`src/hw/rtl/apl_pkg.sv`:
```
// Shared types, codes and widths of the auto pointer layer controller.
package apl_pkg;

    // Default values of the top-level parameters.
    localparam int KEY_POSITIONS_DEF = 64;
    localparam int NUM_LAYERS_DEF    = 32;
    localparam int TIME_BITS_DEF     = 16;

    // Fixed field widths.
    localparam int REQ_W      = 3;
    localparam int POS_W      = 6;
    localparam int LAYER_W    = 5;
    localparam int COUNT_W    = 16;
    localparam int IDLE_CFG_W = 15;
    localparam int MASK_W     = 64;
    localparam int CHG_W      = 2;

    // Port widths.
    localparam int CFG_ADDR_W = 2;
    localparam int CFG_DATA_W = MASK_W;
    localparam int S_TDATA_W  = 32;
    localparam int S_TUSER_W  = REQ_W;
    localparam int M_TDATA_W  = 16;

    // Configuration register indexes.
    localparam logic [CFG_ADDR_W-1:0] REG_KEY_IDLE   = 2'd0;
    localparam logic [CFG_ADDR_W-1:0] REG_PTR_REARM  = 2'd1;
    localparam logic [CFG_ADDR_W-1:0] REG_EXCL_MASK  = 2'd2;
    localparam logic [CFG_ADDR_W-1:0] REG_REARM_MASK = 2'd3;

    // Event kinds.
    localparam logic [REQ_W-1:0] REQ_MOTION    = 3'd0;
    localparam logic [REQ_W-1:0] REQ_KEY_POS   = 3'd1;
    localparam logic [REQ_W-1:0] REQ_KEYCODE   = 3'd2;
    localparam logic [REQ_W-1:0] REQ_TICK      = 3'd3;
    localparam logic [REQ_W-1:0] REQ_LAYER_CHG = 3'd4;

    // Layer change codes.
    localparam logic [CHG_W-1:0] CHG_NONE = 2'd0;
    localparam logic [CHG_W-1:0] CHG_ON   = 2'd1;
    localparam logic [CHG_W-1:0] CHG_OFF  = 2'd2;

    typedef struct packed {
        logic [IDLE_CFG_W-1:0] key_idle_before_on_ms;
        logic [IDLE_CFG_W-1:0] pointer_idle_rearm_ms;
        logic [MASK_W-1:0]     excluded_key_mask;
        logic [MASK_W-1:0]     rearm_key_mask;
    } cfg_t;

    typedef struct packed {
        logic [REQ_W-1:0]   req_type;
        logic [POS_W-1:0]   key_position;
        logic [LAYER_W-1:0] target_layer;
        logic [COUNT_W-1:0] off_timeout_ms;
        logic               layer_still_on;
    } ev_t;

    typedef struct packed {
        logic [LAYER_W-1:0] current_layer;
        logic               layer_on;
        logic [CHG_W-1:0]   change;
        logic               status;
    } res_t;

endpackage

```
`src/hw/rtl/apl_cfg_regs.sv`:
```
// Configuration register file of the auto pointer layer controller.
module apl_cfg_regs
    import apl_pkg::*;
(
    input  logic                  clk,
    input  logic                  rst_n,
    input  logic                  cfg_we,
    input  logic [CFG_ADDR_W-1:0] cfg_addr,
    input  logic [CFG_DATA_W-1:0] cfg_wdata,
    output cfg_t                  cfg
);

    cfg_t cfg_reg;

    always_ff @(posedge clk or negedge rst_n)
    begin
        if (!rst_n)
        begin
            cfg_reg <= '0;
        end
        else if (cfg_we)
        begin
            unique case (cfg_addr)
                REG_KEY_IDLE:
                begin
                    cfg_reg.key_idle_before_on_ms <= cfg_wdata[IDLE_CFG_W-1:0];
                end
                REG_PTR_REARM:
                begin
                    cfg_reg.pointer_idle_rearm_ms <= cfg_wdata[IDLE_CFG_W-1:0];
                end
                REG_EXCL_MASK:
                begin
                    cfg_reg.excluded_key_mask <= cfg_wdata[MASK_W-1:0];
                end
                REG_REARM_MASK:
                begin
                    cfg_reg.rearm_key_mask <= cfg_wdata[MASK_W-1:0];
                end
                default:
                begin
                    cfg_reg <= cfg_reg;
                end
            endcase
        end
    end

    assign cfg = cfg_reg;

endmodule

```
`src/hw/rtl/apl_core.sv`:
```
// Controller state and the per-event update logic.
module apl_core
    import apl_pkg::*;
#(
    parameter int KEY_POSITIONS = KEY_POSITIONS_DEF,
    parameter int NUM_LAYERS    = NUM_LAYERS_DEF,
    parameter int TIME_BITS     = TIME_BITS_DEF
)
(
    input  logic clk,
    input  logic rst_n,
    input  logic fire,
    input  ev_t  ev,
    input  cfg_t cfg,
    output res_t res
);

    localparam int CMP_W = (TIME_BITS > IDLE_CFG_W) ? TIME_BITS : IDLE_CFG_W;

    logic [LAYER_W-1:0]   toggle_layer_reg, toggle_layer_next;
    logic                 active_reg, active_next;
    logic                 rearm_wait_reg, rearm_wait_next;
    logic [TIME_BITS-1:0] since_key_reg, since_key_next;
    logic [TIME_BITS-1:0] since_ptr_reg, since_ptr_next;
    logic [COUNT_W-1:0]   countdown_reg, countdown_next;

    logic             key_idle_ok;
    logic             ptr_idle_ok;
    logic             layer_ok;
    logic             pos_ok;
    logic             pos_excluded;
    logic             pos_rearm;
    logic [CHG_W-1:0] chg;
    logic             bad_layer;

    // A saturated idle counter counts as idle for any required time.
    assign key_idle_ok = (since_key_reg == '1) ||
                         (CMP_W'(since_key_reg) >= CMP_W'(cfg.key_idle_before_on_ms));
    assign ptr_idle_ok = (since_ptr_reg == '1) ||
                         (CMP_W'(since_ptr_reg) >= CMP_W'(cfg.pointer_idle_rearm_ms));

    assign layer_ok     = {1'b0, ev.target_layer} < (LAYER_W + 1)'(NUM_LAYERS);
    assign pos_ok       = {1'b0, ev.key_position} < (POS_W + 1)'(KEY_POSITIONS);
    assign pos_excluded = pos_ok && cfg.excluded_key_mask[ev.key_position];
    assign pos_rearm    = pos_ok && cfg.rearm_key_mask[ev.key_position];

    always_comb
    begin
        toggle_layer_next = toggle_layer_reg;
        active_next       = active_reg;
        rearm_wait_next   = rearm_wait_reg;
        since_key_next    = since_key_reg;
        since_ptr_next    = since_ptr_reg;
        countdown_next    = countdown_reg;
        chg               = CHG_NONE;
        bad_layer         = 1'b0;

        unique case (ev.req_type)
            REQ_MOTION:
            begin
                if (!layer_ok)
                begin
                    bad_layer = 1'b1;
                end
                else
                begin
                    toggle_layer_next = ev.target_layer;
                    since_ptr_next    = '0;
                    // While the hold-off is still running, motion only updates the
                    // layer and restarts the pointer idle count.
                    if (!rearm_wait_reg || ptr_idle_ok)
                    begin
                        rearm_wait_next = 1'b0;
                        if (!active_reg && key_idle_ok)
                        begin
                            active_next = 1'b1;
                            chg         = CHG_ON;
                        end
                        if (ev.off_timeout_ms != '0)
                        begin
                            countdown_next = ev.off_timeout_ms;
                        end
                    end
                end
            end
            REQ_KEY_POS:
            begin
                if (active_reg && pos_rearm)
                begin
                    rearm_wait_next = 1'b1;
                    since_ptr_next  = '0;
                end
                if (active_reg && !pos_excluded)
                begin
                    active_next = 1'b0;
                    chg         = CHG_OFF;
                end
            end
            REQ_KEYCODE:
            begin
                since_key_next = '0;
            end
            REQ_TICK:
            begin
                if (since_key_reg != '1)
                begin
                    since_key_next = since_key_reg + 1'b1;
                end
                if (since_ptr_reg != '1)
                begin
                    since_ptr_next = since_ptr_reg + 1'b1;
                end
                if (countdown_reg != '0)
                begin
                    countdown_next = countdown_reg - 1'b1;
                    if ((countdown_reg == COUNT_W'(1)) && active_reg)
                    begin
                        active_next = 1'b0;
                        chg         = CHG_OFF;
                    end
                end
            end
            REQ_LAYER_CHG:
            begin
                // An external turn-off is not reported as a change.
                if (!ev.layer_still_on)
                begin
                    active_next    = 1'b0;
                    countdown_next = '0;
                end
            end
            default:
            begin
                chg = CHG_NONE;
            end
        endcase
    end

    always_ff @(posedge clk or negedge rst_n)
    begin
        if (!rst_n)
        begin
            toggle_layer_reg <= '0;
            active_reg       <= 1'b0;
            rearm_wait_reg   <= 1'b0;
            since_key_reg    <= '1;
            since_ptr_reg    <= '1;
            countdown_reg    <= '0;
        end
        else if (fire)
        begin
            toggle_layer_reg <= toggle_layer_next;
            active_reg       <= active_next;
            rearm_wait_reg   <= rearm_wait_next;
            since_key_reg    <= since_key_next;
            since_ptr_reg    <= since_ptr_next;
            countdown_reg    <= countdown_next;
        end
    end

    assign res.current_layer = toggle_layer_next;
    assign res.layer_on      = active_next;
    assign res.change        = chg;
    assign res.status        = bad_layer;

endmodule

```
`src/hw/rtl/auto_pointer_layer_controller_top.sv`:
```
// Top level of the auto pointer layer controller: input and result stages.
//
//  Port group | Direction | Beat contents
//  -----------+-----------+------------------------------------------------------
//  s_*        | in        | tuser: req_type; tdata: key_position, target_layer,
//             |           | off_timeout_ms, layer_still_on
//  m_*        | out       | tdata: current_layer, layer_on, change, status
//  cfg_*      | in        | register write: index in cfg_addr, value in cfg_wdata
//
// One event per cycle is sustained while m_tready stays high; an accepted beat goes
// through the input register, then the update logic into the result register. The
// state update happens in the same cycle that loads the result register. Reset clears
// state to idle with both idle counters saturated. A stall on m_tready holds the
// result; s_tready drops only when both stages are full.
module auto_pointer_layer_controller_top
    import apl_pkg::*;
#(
    parameter int KEY_POSITIONS = KEY_POSITIONS_DEF,
    parameter int NUM_LAYERS    = NUM_LAYERS_DEF,
    parameter int TIME_BITS     = TIME_BITS_DEF
)
(
    input  logic                  clk,
    input  logic                  rst_n,
    input  logic                  s_tvalid,
    output logic                  s_tready,
    // [5:0] key_position, [10:6] target_layer, [26:11] off_timeout_ms,
    // [27] layer_still_on, [31:28] zero
    input  logic [S_TDATA_W-1:0]  s_tdata,
    // [2:0] req_type
    input  logic [S_TUSER_W-1:0]  s_tuser,
    output logic                  m_tvalid,
    input  logic                  m_tready,
    // [4:0] current_layer, [5] layer_on, [7:6] change, [8] status, [15:9] zero
    output logic [M_TDATA_W-1:0]  m_tdata,
    input  logic                  cfg_we,
    input  logic [CFG_ADDR_W-1:0] cfg_addr,
    input  logic [CFG_DATA_W-1:0] cfg_wdata
);

    cfg_t cfg;
    ev_t  s_ev;
    res_t core_res;

    logic in_valid_reg, in_valid_next;
    ev_t  in_ev_reg;
    logic out_valid_reg, out_valid_next;
    res_t out_res_reg;

    logic advance;
    logic fire;

    apl_cfg_regs u_cfg (
        .clk       (clk),
        .rst_n     (rst_n),
        .cfg_we    (cfg_we),
        .cfg_addr  (cfg_addr),
        .cfg_wdata (cfg_wdata),
        .cfg       (cfg)
    );

    apl_core #(
        .KEY_POSITIONS (KEY_POSITIONS),
        .NUM_LAYERS    (NUM_LAYERS),
        .TIME_BITS     (TIME_BITS)
    ) u_core (
        .clk   (clk),
        .rst_n (rst_n),
        .fire  (fire),
        .ev    (in_ev_reg),
        .cfg   (cfg),
        .res   (core_res)
    );

    assign s_ev.req_type       = s_tuser[REQ_W-1:0];
    assign s_ev.key_position   = s_tdata[5:0];
    assign s_ev.target_layer   = s_tdata[10:6];
    assign s_ev.off_timeout_ms = s_tdata[26:11];
    assign s_ev.layer_still_on = s_tdata[27];

    assign advance  = !out_valid_reg || m_tready;
    assign fire     = in_valid_reg && advance;
    assign s_tready = !in_valid_reg || advance;

    assign in_valid_next  = s_tready ? s_tvalid : in_valid_reg;
    assign out_valid_next = advance ? in_valid_reg : out_valid_reg;

    always_ff @(posedge clk or negedge rst_n)
    begin
        if (!rst_n)
        begin
            in_valid_reg  <= 1'b0;
            out_valid_reg <= 1'b0;
        end
        else
        begin
            in_valid_reg  <= in_valid_next;
            out_valid_reg <= out_valid_next;
        end
    end

    always_ff @(posedge clk)
    begin
        if (s_tvalid && s_tready)
        begin
            in_ev_reg <= s_ev;
        end
        if (fire)
        begin
            out_res_reg <= core_res;
        end
    end

    assign m_tvalid = out_valid_reg;
    assign m_tdata  = {7'b0, out_res_reg.status, out_res_reg.change,
                       out_res_reg.layer_on, out_res_reg.current_layer};

    // Turning the layer on must leave it on in the same result.
    a_on_reports_on: assert property (@(posedge clk) disable iff (!rst_n)
        (m_tvalid && (out_res_reg.change == CHG_ON)) |-> out_res_reg.layer_on)
        else $error("activation result shows layer off");

    a_off_reports_off: assert property (@(posedge clk) disable iff (!rst_n)
        (m_tvalid && (out_res_reg.change == CHG_OFF)) |-> !out_res_reg.layer_on)
        else $error("deactivation result shows layer on");

    // A rejected layer never changes the layer state.
    a_bad_layer_no_change: assert property (@(posedge clk) disable iff (!rst_n)
        (m_tvalid && out_res_reg.status) |-> (out_res_reg.change == CHG_NONE))
        else $error("bad layer result reports a change");

    // Input backpressure only comes from a full, stalled result stage.
    a_ready_only_on_stall: assert property (@(posedge clk) disable iff (!rst_n)
        !s_tready |-> (m_tvalid && !m_tready))
        else $error("input stalled without output stall");

endmodule

```
`config.mk`:
```
export PLATFORM = sky130hd
export DESIGN_NAME = auto_pointer_layer_controller_top
export DESIGN_NICKNAME = d
export VERILOG_FILES = /design/src/hw/rtl/apl_pkg.sv /design/src/hw/rtl/apl_cfg_regs.sv /design/src/hw/rtl/apl_core.sv /design/src/hw/rtl/auto_pointer_layer_controller_top.sv
export SDC_FILE = /design/constraint.sdc
export NUM_CORES = 1
export LEC_CHECK = 0
export BUFFER_PORTS_ARGS = -buffer_cell sky130_fd_sc_hd__buf_2
export CAP_MARGIN = 20
export CORE_UTILIZATION = 54
export DETAILED_ROUTE_END_ITERATION = 7
export GPL_ROUTABILITY_DRIVEN = 0
export PLACE_DENSITY = 0.77
export REMOVE_ABC_BUFFERS = 1
export SYNTH_ARGS = -nofsm -noshare
export SYNTH_HDL_FRONTEND = slang
export SYNTH_HIERARCHICAL = 1
export SYNTH_SLANG_ARGS = --single-unit
export TNS_END_PERCENT = 50
```
`constraint.sdc`:
```
create_clock -name clk -period 2.83 [get_ports clk]
set_clock_uncertainty 0.05 [all_clocks]
set_input_delay 0.283 -clock clk [delete_from_list [all_inputs] [get_ports clk]]
set_output_delay 0.283 -clock clk [all_outputs]
set_load 0.05 [all_outputs]
```
# Yosys cells after proc, flatten, opt, wreduce, memory -nomap -nowiden
# Index checks and enable logic that the tools add are counted.
# Widths: inputs -> output; s select.
# word_totals
ff_bits	254
romBits	0
out_inout_bits	18
inputBits	106
word_cells	108
mem_bits_rw	0
n_memories	0
latchBits	0
# classes
bitwise_logic	0
add_sub_neg	3
n_lt_le_gt_ge	3
n_reduce_logical	32
n_mux	31
div_mod_pow	0
n_shift	0
mul	0
n_eq_ne	19
# op_table
cell	n
$mux 16	7
$pmux 16 s3	2
$add 16x1->16 const B	2
$eq 16x16->1 const B	2
$ge 16x15->1	2
$ne 16x16->1 const B	2
$pmux 16 s2	1
$reduce_bool 16->1	2
$eq 16x1->1 const B	1
$sub 16x1->16 const B	1
$bmux 1 s6	2
$ne 2x1->1 const B	6
$mux 1	11
$mux 2	4
$reduce_and 2->1	4
$reduce_and 4->1	2
$lt 6x7->1 const B	1
$eq 3x2->1 const B	2
$logic_and 1x1->1	6
$pmux 2 s3	1
$reduce_and 6->1	1
$reduce_bool 3->1	2
$logic_not 1->1	5
$logic_or 1x1->1	5
12 further kinds	14

# Longest topological paths before layout
# Gate-level depths: netlist (run 1).
# logic_depth
depth_word	6
ltp_mapped	11
depth_no_buf	9

# Hierarchy
# Netlist (run 1), hierarchy kept.
# by_module_without_submodules
mod	cells_per_inst	seq_area_each_um2	n_inst	area_per_inst_um2
apl_cfg_regs	335	3953.8	1	6229.7
apl_core	573	1416.4	1	5168.7
auto_pointer_layer_controller_top	56	1251.2	1	1361.3

# Worst setup path after synthesis (run 1)
# OpenSTA, ideal clock, no wires.
# synth_timing
path_kind	reg-to-reg
from	register out_valid_reg (netlist: m_tvalid)
to	register u_core.since_key_reg[6]
required_time_ns	2.675
setup_time_ns	0.105
path_stages_with_launch	10
arrival_time_ns	2.692
setup_slack_ns	-0.017
path_buffers	2
cell_sequence	dfrtp_1 nand2b_1 and2_1 clkbuf_1 clkinv_1 nor2_1 o211ai_1 or2_2 clkbuf_1 o41ai_1
# synth_via
elab_chain_len	4
# synth_rtl
element	line_no	text
start, declared	auto_pointer_layer_controller_top.sv:47	logic out_valid_reg, out_valid_next;
start signal, assigned	auto_pointer_layer_controller_top.sv:98	out_valid_reg <= out_valid_next;
$logic_not 1->1	auto_pointer_layer_controller_top.sv:81	assign advance = !out_valid_reg || m_tready;
$logic_or 1x1->1	auto_pointer_layer_controller_top.sv:81	
$logic_and 1x1->1	auto_pointer_layer_controller_top.sv:82	assign fire = in_valid_reg && advance;
named net fire	auto_pointer_layer_controller_top.sv:51	logic fire;
$reduce_and 3->1 (no source line)	--	
end signal, assigned	apl_core.sv:155	since_key_reg <= since_key_next;
end, declared	apl_core.sv:23	logic [TIME_BITS-1:0] since_key_reg, since_key_next;
# The timed path passes the listed nets, and every way through them passes these cells.
# A chain may end at the register's enable or synchronous reset.

# Final worst setup path (run 1)
# layout_timing
from	register in_ev_reg[22] (netlist bit)
to	register u_core.since_ptr_reg[9]
# layout_via
elab_chain_len	5
# layout_rtl
element	line_no	text
start, declared	auto_pointer_layer_controller_top.sv:46	ev_t in_ev_reg;
start signal, assigned	auto_pointer_layer_controller_top.sv:106	in_ev_reg <= s_ev;
$bmux 1 s6	apl_core.sv:45	assign pos_rearm = pos_ok && cfg.rearm_key_mask[ev.key_position];
$mux 1 (implied by the code)	apl_core.sv:45	
$logic_and 1x1->1	apl_core.sv:88	if (active_reg && pos_rearm)
$ne 2x1->1 (no source line)	--	
$reduce_and 4->1 (no source line)	--	
end signal, assigned	apl_core.sv:156	since_ptr_reg <= since_ptr_next;
end, declared	apl_core.sv:24	logic [TIME_BITS-1:0] since_ptr_reg, since_ptr_next;
# No other way between the ends. The select of a mux whose other input is x is not followed.

==> results.yml, run 1 <==
timing:
  worst_pin_slew_ps: 869
  rsz0062_at_grt: "false"
  slew_violations: 0
  max_freq_mhz: 364
  slew_headroom_pct: 42.1
  setup_viol: 0
  hold_viol: 0
  setup_tns_ps: 0
  post-route-period-util_pct: 97.2
  hold-worst-slack_ps: 21.3
  period_minus_slack_ps: 2750
finish:
  multi_input_area_sq_mm: 0.00561
  layout.nets: 1323
  largest_reg_flops: 158
  area_delta_synth_final_pct: 21.3
  drive_gt1_share_pct: 36.0
  seqCellArea_sq_mm: 0.00662
  postLayoutCoreUtil_pct: 67.5
  num-fill-cells: 1598
  antenna_cells: 0
routing:
  vias: 8575
  drc: 0
  wl_mm: 28.7
  via_per_inst: 5.66
  drt_iter0_drc: 585
  drt-wirelength-per-cell_microns: 18.9
  dr.pass1.iters: 5
  ant_nets: 0
floorplan:
  design.core.area_sq_mm: 0.0229
  rows: 55
  die_area_sq_mm: 0.0242
  start_util_pct: 55.7
  die_x_microns: 156
  ioPinCount: 124
  fp.dieH_microns: 156
power:
  swShare_pct: 26.6
  p_leak_nw: 6.75
  power_frac_comb_pct: 19.8
  switchingPower_mw: 2.74
  p_per_area_mw_per_mm2: 664
  ir_drop_uv: 471
  p_clk_share_pct: 34.2
  total_power_mw: 10.3
  seqPwrFrac_pct: 46.1
  intPower_mw: 7.54
clock_tree:
  htreeDepth: 1
  cts_root_buf: "clkbuf_16"
  clkSlewWorstSetupHoldPaths_ps: 60
  clock_path_buffers: 3
  clock_sinks: 255
  clk_latency_ps: 540
  cts_made_buffers: 27
  tritoncts: "built"
setup_path:
  cpPeakStageDelay_ps: 590
  slowest_stage: "mux4_1"
  end_kind: "flip-flop"
  critPathLaunchType: "flip-flop"
  crit_fanout: 16
  path_delay_family: "multiplexers"
  cp_data_arrival_time_ps: 3170
  crit_chain: "buf_12 > mux4_1 > mux4_2 > o211ai_2 > o22ai_2 > o311ai_4 > buf_12 > buf_4 > o21ai_2 > o21ai_2"
  critical_path_required_ps: 3250
  critPathBufInv: 3
  criticalPathCategory: "reg2reg"
yosys:
  synthFlopType: "dfrtp_1"
  synth_top_area_share_pct: 35.9
  synth-seq-cells: 255
  yosysMostFrequentCell: "dfrtp_1"
  synth_area_leader_cell: "dfrtp_1"
  synthCells: 964
  syn-cell-area_sq_mm: 0.0128
  synth_edf_count: 40
  netlist_top_cells_count: "183 x dfrtp_1, 101 x mux2_2, 73 x nor2_1, 60 x mux2_4, 60 x nand2_1"
  syn_avg_cell_area_sq_um: 13.2
  yosys.cell_types.count: 68
  ys_async_sr_fraction_pct: 84.3
  synth-seq-area-share_pct: 51.9
  ys_warn_count: 6
  synth_area_leaders: "dfrtp_1 36%, edfxtp_1 9.4%, mux2_2 8.9%"
placement:
  dp_hpwl_mm: 18.8
  portBuffers: 112
global_routing:
  gr-total-overflow: 0
  grt_start_max_net_pins: 76
  grt_usage_pct: 24.5
  antenna_found_initial: 0
  grt_pass1_vias: 8803
  grt_pass1_wl_mm: 46.5
run_status:
  status: "finished clean"
min_path:
  holdCritPathClass: "in2reg"
run:
  cap_violations: 0
worst paths after layout:
kind	from	endpoint	slack [ps]	cells after the start
setup / recovery	in_ev_reg[22]	u_core/since_ptr_reg[9]	80	10
hold / removal	cfg_wdata[7]	u_cfg/cfg[7]	20	2
setup reg to reg	in_ev_reg[22]	u_core/since_ptr_reg[9]	80	10
hold reg to reg	u_cfg/cfg[11]	u_cfg/cfg[11]	440	1
max in group asynchronous	rst_n	u_core/since_key_reg[13]	1620	3
min in group asynchronous	rst_n	u_cfg/cfg[15]	250	2
cells by family (layout without fill, tap and decap cells):
logic type               count (synthesis)  in the layout  share of synthesized area (%)
AO/OA/AOI/OAI                          147            147                           7.96
multiplexers                           209            209                           23.7
flip-flops                             255            255                           51.9
other                                    2              8                         0.0589
adder cells (fa/ha/maj)                 34             34                           3.33
AND/OR/NAND/NOR                        220            220                           8.35
XOR/XNOR                                 3              3                          0.206
buffers and inverters                   94            327                           4.54
placed cells by master, fill, tap and decap left out, types with 34 or more instances in the layout:
master	count
edfxtp_1	40
buf_2	111
mux2_4	60
dfrtp_1	183
dlygate4sd3_1	89
inv_1	39
ha_1	34
nand2_1	60
mux2_2	101
o21ai_0	34
nor2_1	73
repair_timing:
item,CTS,global route
setup endpoints to repair,1,31
hold buffers,89,0
resized for setup,0,9
buffers inserted,3,3
pin swaps,0,0
endpoints found under the hold margin,197,0
area by class of cell:
class / count / share of cell area [%]
flip-flops and latches: 255 / 42.8
clock buffers: 37 / 4.74
inverters: 41 / 0.994
clock inverters: 12 / 0.881
well taps: 313 / 2.53
multi-input cells: 621 / 36.2
repair buffers: 237 / 11.9
power by group through the flow:
stage	Combinational, mW	Sequential (mW)	Clock [mW]
finish	2.03	4.73	3.51
global route	2.20	4.81	3.71
CTS	2.01	4.73	3.57
detailed placement	1.90	4.78	0
global placement	1.81	4.74	0
floorplan	1.31	4.72	0
stage by stage:
stage | worst slack, ps | area [sq um] | instances
3_3_place_gp | 114 | 13600 | 1372
3_5_place_dp | -30.3 | 13600 | 1372
5_1_grt | 1.70 | 15500 | 1516
2_1_floorplan | -937 | 12400 | 917
6_report | 79.3 | 15500 | 1516
4_1_cts | 36.7 | 15400 | 1513
worst reg2reg max path, stage by stage (launching register included):
cell	delay, ps
edfxtp_1	380
buf_12	160
mux4_1	590
mux4_2	520
o211ai_2	170
o22ai_2	130
o311ai_4	270
buf_12	190
buf_4	120
o21ai_2	50
o21ai_2	50
routing by layer:
metal	vias to the layer above	track usage, %	routed length, microns
li1	3962	-	-
met3	57	3.22	1270
met5	-	0	0
met1	4317	33.8	12500
met4	0	7.05	680
met2	239	40.7	14200
No activity file was read; power rests on OpenSTA's default activity.
==> run 2, diff against run 1 <==
Settings changed: RECOVER_POWER set to 50.
==> run 2 against run 1 <==
  * Register-to-register slack is essentially flat
  * Highest routed layer unchanged
  * Sequential share of layout area up 0.19 points
  * The flow now finishes with violations (max-capacitance violations, max-slew violations)
  * Total power is 0.21% lower
  * Fmax shrank 0.18%
  * Core utilization fell by 0.29 points
  * Combinational power is essentially flat
  * Global-route usage is the same
  * Worst setup slack worse by 5.1 ps
  * Critical endpoint unchanged
  * Critical path type unchanged
  * Via count is essentially flat
==> results.yml, run 2 (synthesis results as in run 1) <==
finish:
  largest_reg_flops: 158
  antenna_cells: 0
  area_delta_synth_final_pct: 20.8
  postLayoutCoreUtil_pct: 67.3
  stdcell_area_sq_mm: 0.0154
  drive_gt1_share_pct: 35.1
  layout.nets: 1323
  final_common_cell: "dfrtp_1"
  layout_common_cells: "183 x dfrtp_1, 106 x buf_2, 101 x mux2_2, 89 x dlygate4sd3_1, 73 x nor2_1"
floorplan:
  die_area_sq_mm: 0.0242
  design.core.area_sq_mm: 0.0229
  rows: 55
  ioPinCount: 124
  die_x_microns: 156
  start_util_pct: 55.7
  fp.dieH_microns: 156
timing:
  rsz0062_at_grt: "false"
  hold_viol: 0
  post-route-period-util_pct: 97.4
  setup_viol: 0
  slew_violations: 150
  period_minus_slack_ps: 2760
  slew_headroom_pct: -40.5
  worst_pin_slew_ps: 2100
  max_freq_mhz: 363
setup_path:
  r2r-end: "u_core/since_ptr_reg[9]"
  crit_fanout: 16
  crit_start: "in_ev_reg[22]"
  end_kind: "flip-flop"
  rr_startpoint: "in_ev_reg[22]"
  criticalPathCategory: "reg2reg"
  rr_worst_depth: 10
  critical_path_required_ps: 3250
  cp_data_arrival_time_ps: 3180
  rrSetupSlack_ps: 70
  cp-endpoint: "u_core/since_ptr_reg[9]"
  critPathLaunchType: "flip-flop"
power:
  p_clk_share_pct: 34.2
  seqPwrFrac_pct: 46.2
  power_frac_comb_pct: 19.6
  switchingPower_mw: 2.73
  ir_drop_uv: 468
  swShare_pct: 26.6
  p_leak_nw: 6.70
  intPower_mw: 7.53
  p_per_area_mw_per_mm2: 666
global_routing:
  met2_usage_pct: 40.7
  gr-total-overflow: 0
  grt_start_max_net_pins: 76
  antenna_found_initial: 0
  grt_usage_pct: 24.5
  grt_pass1_wl_mm: 46.5
  use_met1_pct: 33.8
  use_met3_pct: 3.22
  grt_pass1_vias: 8803
  grt-busiest-layer: "met2"
min_path:
  holdCritPathClass: "in2reg"
placement:
  dp_hpwl_mm: 18.8
  portBuffers: 112
  dpl_cell_area_sq_mm: 0.0136
routing:
  wl_mm: 28.7
  ant_nets: 0
  drt-wirelength-per-cell_microns: 18.9
  via_per_inst: 5.66
  dr.pass1.iters: 5
  drt_iter0_drc: 561
  drc: 0
  vias: 8578
run_status:
  status: "finished with violations"
  violations: "max-capacitance violations, max-slew violations"
clock_tree:
  tritoncts: "built"
  cts_made_buffers: 27
  clkSlewWorstSetupHoldPaths_ps: 60
  clk_latency_ps: 540
  clock_path_buffers: 3
  cts_root_buf: "clkbuf_16"
  htreeDepth: 1
  clock_sinks: 255
run:
  cap_violations: 3
==> run 2: worst min-delay path by stage <==
stage / from / to / slack, ps / depth (start not counted)
2_1_floorplan: rst_n / in_valid_reg / -60 / 0
6_report: cfg_wdata[7] / u_cfg/cfg[7] / 20 / 2
3_5_place_dp: rst_n / u_cfg/cfg[30] / 270 / 1
3_3_place_gp: rst_n / u_cfg/cfg[28] / 280 / 1
4_1_cts: cfg_wdata[7] / u_cfg/cfg[7] / 2 / 2
5_1_grt: cfg_wdata[12] / u_cfg/cfg[12] / 6 / 2
==> run 2: critical path: stages (launching register included) <==
cell and delay [ps]:
edfxtp_1 380, buf_12 160, mux4_1 590, mux4_2 520, o211ai_2 170, o22ai_2 130, o311ai_4 270, buf_12 190
buf_4 110, o21ai_2 50, o21ai_2 50
==> run 2: routing by layer <==
layer,routed length (microns),vias to the layer above,share of wire [%]
met3,1240,53,4.3
met1,12500,4341,44
met5,0,-,0
met2,14300,222,50
li1,-,3962,-
met4,616,0,2.1
==> run 2: final cells by class <==
| cell class | count | area (sq um) |
|---|---|---|
| clock buffer | 37 | 733 |
| clock inverter | 12 | 136 |
| fill | 1618 | 7500 |
| inverter | 41 | 154 |
| multi-input combinational | 621 | 5570 |
| sequential | 255 | 6620 |
| tap | 313 | 392 |
| timing repair buffer | 237 | 1800 |
==> run 2: timing repair <==
| item | in CTS | in global routing |
|---|---|---|
| setup buffers | 3 | 3 |
| resized for setup | 0 | 9 |
| pin swaps | 0 | 0 |
| endpoints found under the setup margin | 1 | 31 |
| cloned | 0 | 0 |
| hold buffers | 89 | 0 |
| hold endpoints to repair | 197 | 0 |
==> run 2: power by group through the flow <==
stage | Combinational, mW | Clock, mW | Sequential (mW)
final | 2.01 | 3.51 | 4.74
after global routing | 2.18 | 3.71 | 4.81
after CTS | 2.01 | 3.57 | 4.73
after floorplan | 1.31 | 0 | 4.72
after global placement | 1.81 | 0 | 4.74
after detailed placement | 1.90 | 0 | 4.78
==> run 2: stage by stage <==
step                      setup slack, ps  hold WS [ps]  setup TNS (ps)  instances  total power [mW]
final                                74.3          21.8               0       1516              10.3
after global routing                 1.70          6.21               0       1516              10.7
after CTS                            36.7          2.39               0       1513              10.3
after detailed placement            -30.3           275           -30.3       1372              6.67
after global placement                114           276               0       1372              6.55
after floorplan                      -937         -62.6          -69780        917              6.03
==> run 3, diff against run 2 <==
Settings changed: MAX_ROUTING_LAYER set to met4, RECOVER_POWER 50 to 25.
==> run 3 against run 2 <==
  * The run still ends with max-capacitance violations, max-slew violations left
  * Global-route usage rose by 0.76 points
  * Sequential power barely moved
  * Die area did not move
  * Critical path type unchanged
  * Routed wire length rose by 0.17%
  * Core utilization rose by 0.087 points
  * Hold slack got worse by 2.9 ps
  * Combinational power barely moved
==> results.yml, run 3 (synthesis results as in run 1) <==
clock_tree:
  tritoncts: "built"
  cts_made_buffers: 27
  cts_root_buf: "clkbuf_16"
  clock_sinks: 255
  clkSlewWorstSetupHoldPaths_ps: 60
  clk_latency_ps: 540
  htreeDepth: 1
  clock_path_buffers: 3
timing:
  setup_viol: 0
  period_minus_slack_ps: 2750
  slew_headroom_pct: -41.4
  worst_pin_slew_ps: 2120
  fin_ws_ps: 76.8
  rsz0062_at_grt: "false"
  hold_viol: 0
  slew_violations: 83
  post-route-period-util_pct: 97.3
  max_freq_mhz: 363
setup_path:
  critical_path_required_ps: 3250
  criticalPathCategory: "reg2reg"
  rrSetupSlack_ps: 80
  critPathLaunchType: "flip-flop"
  cp_data_arrival_time_ps: 3170
  crit_fanout: 16
  end_kind: "flip-flop"
power:
  p_leak_nw: 6.71
  ir_drop_uv: 474
  total_power_mw: 10.3
  p_per_area_mw_per_mm2: 666
routing:
  met2_length_mm: 14.3
  wl_met3_mm: 1.17
  wl_met1_mm: 12.6
  routed.top_layer: "met4"
  drt_iter0_drc: 638
  via_per_inst: 5.69
  drc: 0
  drt-wirelength-per-cell_microns: 19.0
  vias: 8622
  wl_mm: 28.7
  dr.pass1.iters: 5
  ant_nets: 0
global_routing:
  antenna_found_initial: 0
  grt_pass1_vias: 8783
  gr-total-overflow: 0
  grt_usage_pct: 25.2
  grt_start_max_net_pins: 76
  grt_pass1_wl_mm: 46.5
finish:
  largest_reg_flops: 158
  layout.nets: 1323
  postLayoutCoreUtil_pct: 67.3
  final_common_cell: "dfrtp_1"
  stdcell_area_sq_mm: 0.0154
  area_delta_synth_final_pct: 20.9
  layout_common_cells: "183 x dfrtp_1, 106 x buf_2, 101 x mux2_2, 89 x dlygate4sd3_1, 73 x nor2_1"
  antenna_cells: 0
  drive_gt1_share_pct: 35.1
floorplan:
  rows: 55
  start_util_pct: 55.7
  fp.dieH_microns: 156
  die_area_sq_mm: 0.0242
  design.core.area_sq_mm: 0.0229
  ioPinCount: 124
  die_x_microns: 156
min_path:
  holdCritPathClass: "in2reg"
run_status:
  violations: "max-capacitance violations, max-slew violations"
  status: "finished with violations"
run:
  cap_violations: 2
placement:
  dpl_cell_area_sq_mm: 0.0136
  place_ws_ps: -30.3
  portBuffers: 112
  dp_hpwl_mm: 18.8
[run 3: cell count changes in the layout (fill, tap and decap cells not counted), sizes merged]
cell    before  now
buf        141  142
clkbuf      44   43
[run 3: worst paths after layout]
check                                    from                        to  depth (start not counted)
worst max-delay path            in_ev_reg[22]   u_core/since_ptr_reg[9]                         10
worst min-delay path             cfg_wdata[7]              u_cfg/cfg[7]                          2
worst max register to register  in_ev_reg[22]   u_core/since_ptr_reg[9]                         10
worst min register to register  u_cfg/cfg[11]             u_cfg/cfg[11]                          1
max in group asynchronous               rst_n  u_core/since_key_reg[13]                          3
min in group asynchronous               rst_n             u_cfg/cfg[15]                          2
[run 3: power breakdown]
group / total (mW) / switching (mW) / leakage [nW] / internal (mW)
registers: 4.74 / 0.389 / 2.88 / 4.35
clock network: 3.52 / 1.44 / 0.422 / 2.08
logic: 2.02 / 0.915 / 3.41 / 1.10
[run 3: timing repair]
item                       in CTS  in global routing
resized for setup               0                  9
setup endpoints to repair       1                 31
buffers inserted                3                  3
hold endpoints to repair      197                  0
hold buffers                   89                  0
[run 3: layout make-up]
class,count,area (sq um)
clock inverter,12,136
timing repair buffer,237,1820
multi-input combinational,621,5570
inverter,41,154
tap,313,392
fill,1612,7480
clock buffer,37,733
sequential,255,6620
[run 3: per-layer routing]
layer	track usage [%]	vias up
li1	-	3957
met1	34.1	4403
met2	40.5	207
met3	3.11	55
met4	7.05	0
met5	-	-
[run 3: critical path, stage by stage (launching register included)]
cell	delay, ps
edfxtp_1	380
buf_12	160
mux4_1	590
mux4_2	520
o211ai_2	170
o22ai_2	130
o311ai_4	270
buf_12	190
buf_4	110
o21ai_2	50
o21ai_2	50
[run 3: through the flow]
| stage | instances | setup TNS (ps) | hold slack, ps |
|---|---|---|---|
| 3_3_place_gp | 1372 | 0 | 276 |
| 3_5_place_dp | 1372 | -30.3 | 275 |
| 4_1_cts | 1513 | 0 | 2.39 |
| 5_1_grt | 1516 | 0 | 6.16 |
| 6_report | 1516 | 0 | 18.9 |
| 2_1_floorplan | 917 | -69780 | -62.6 |
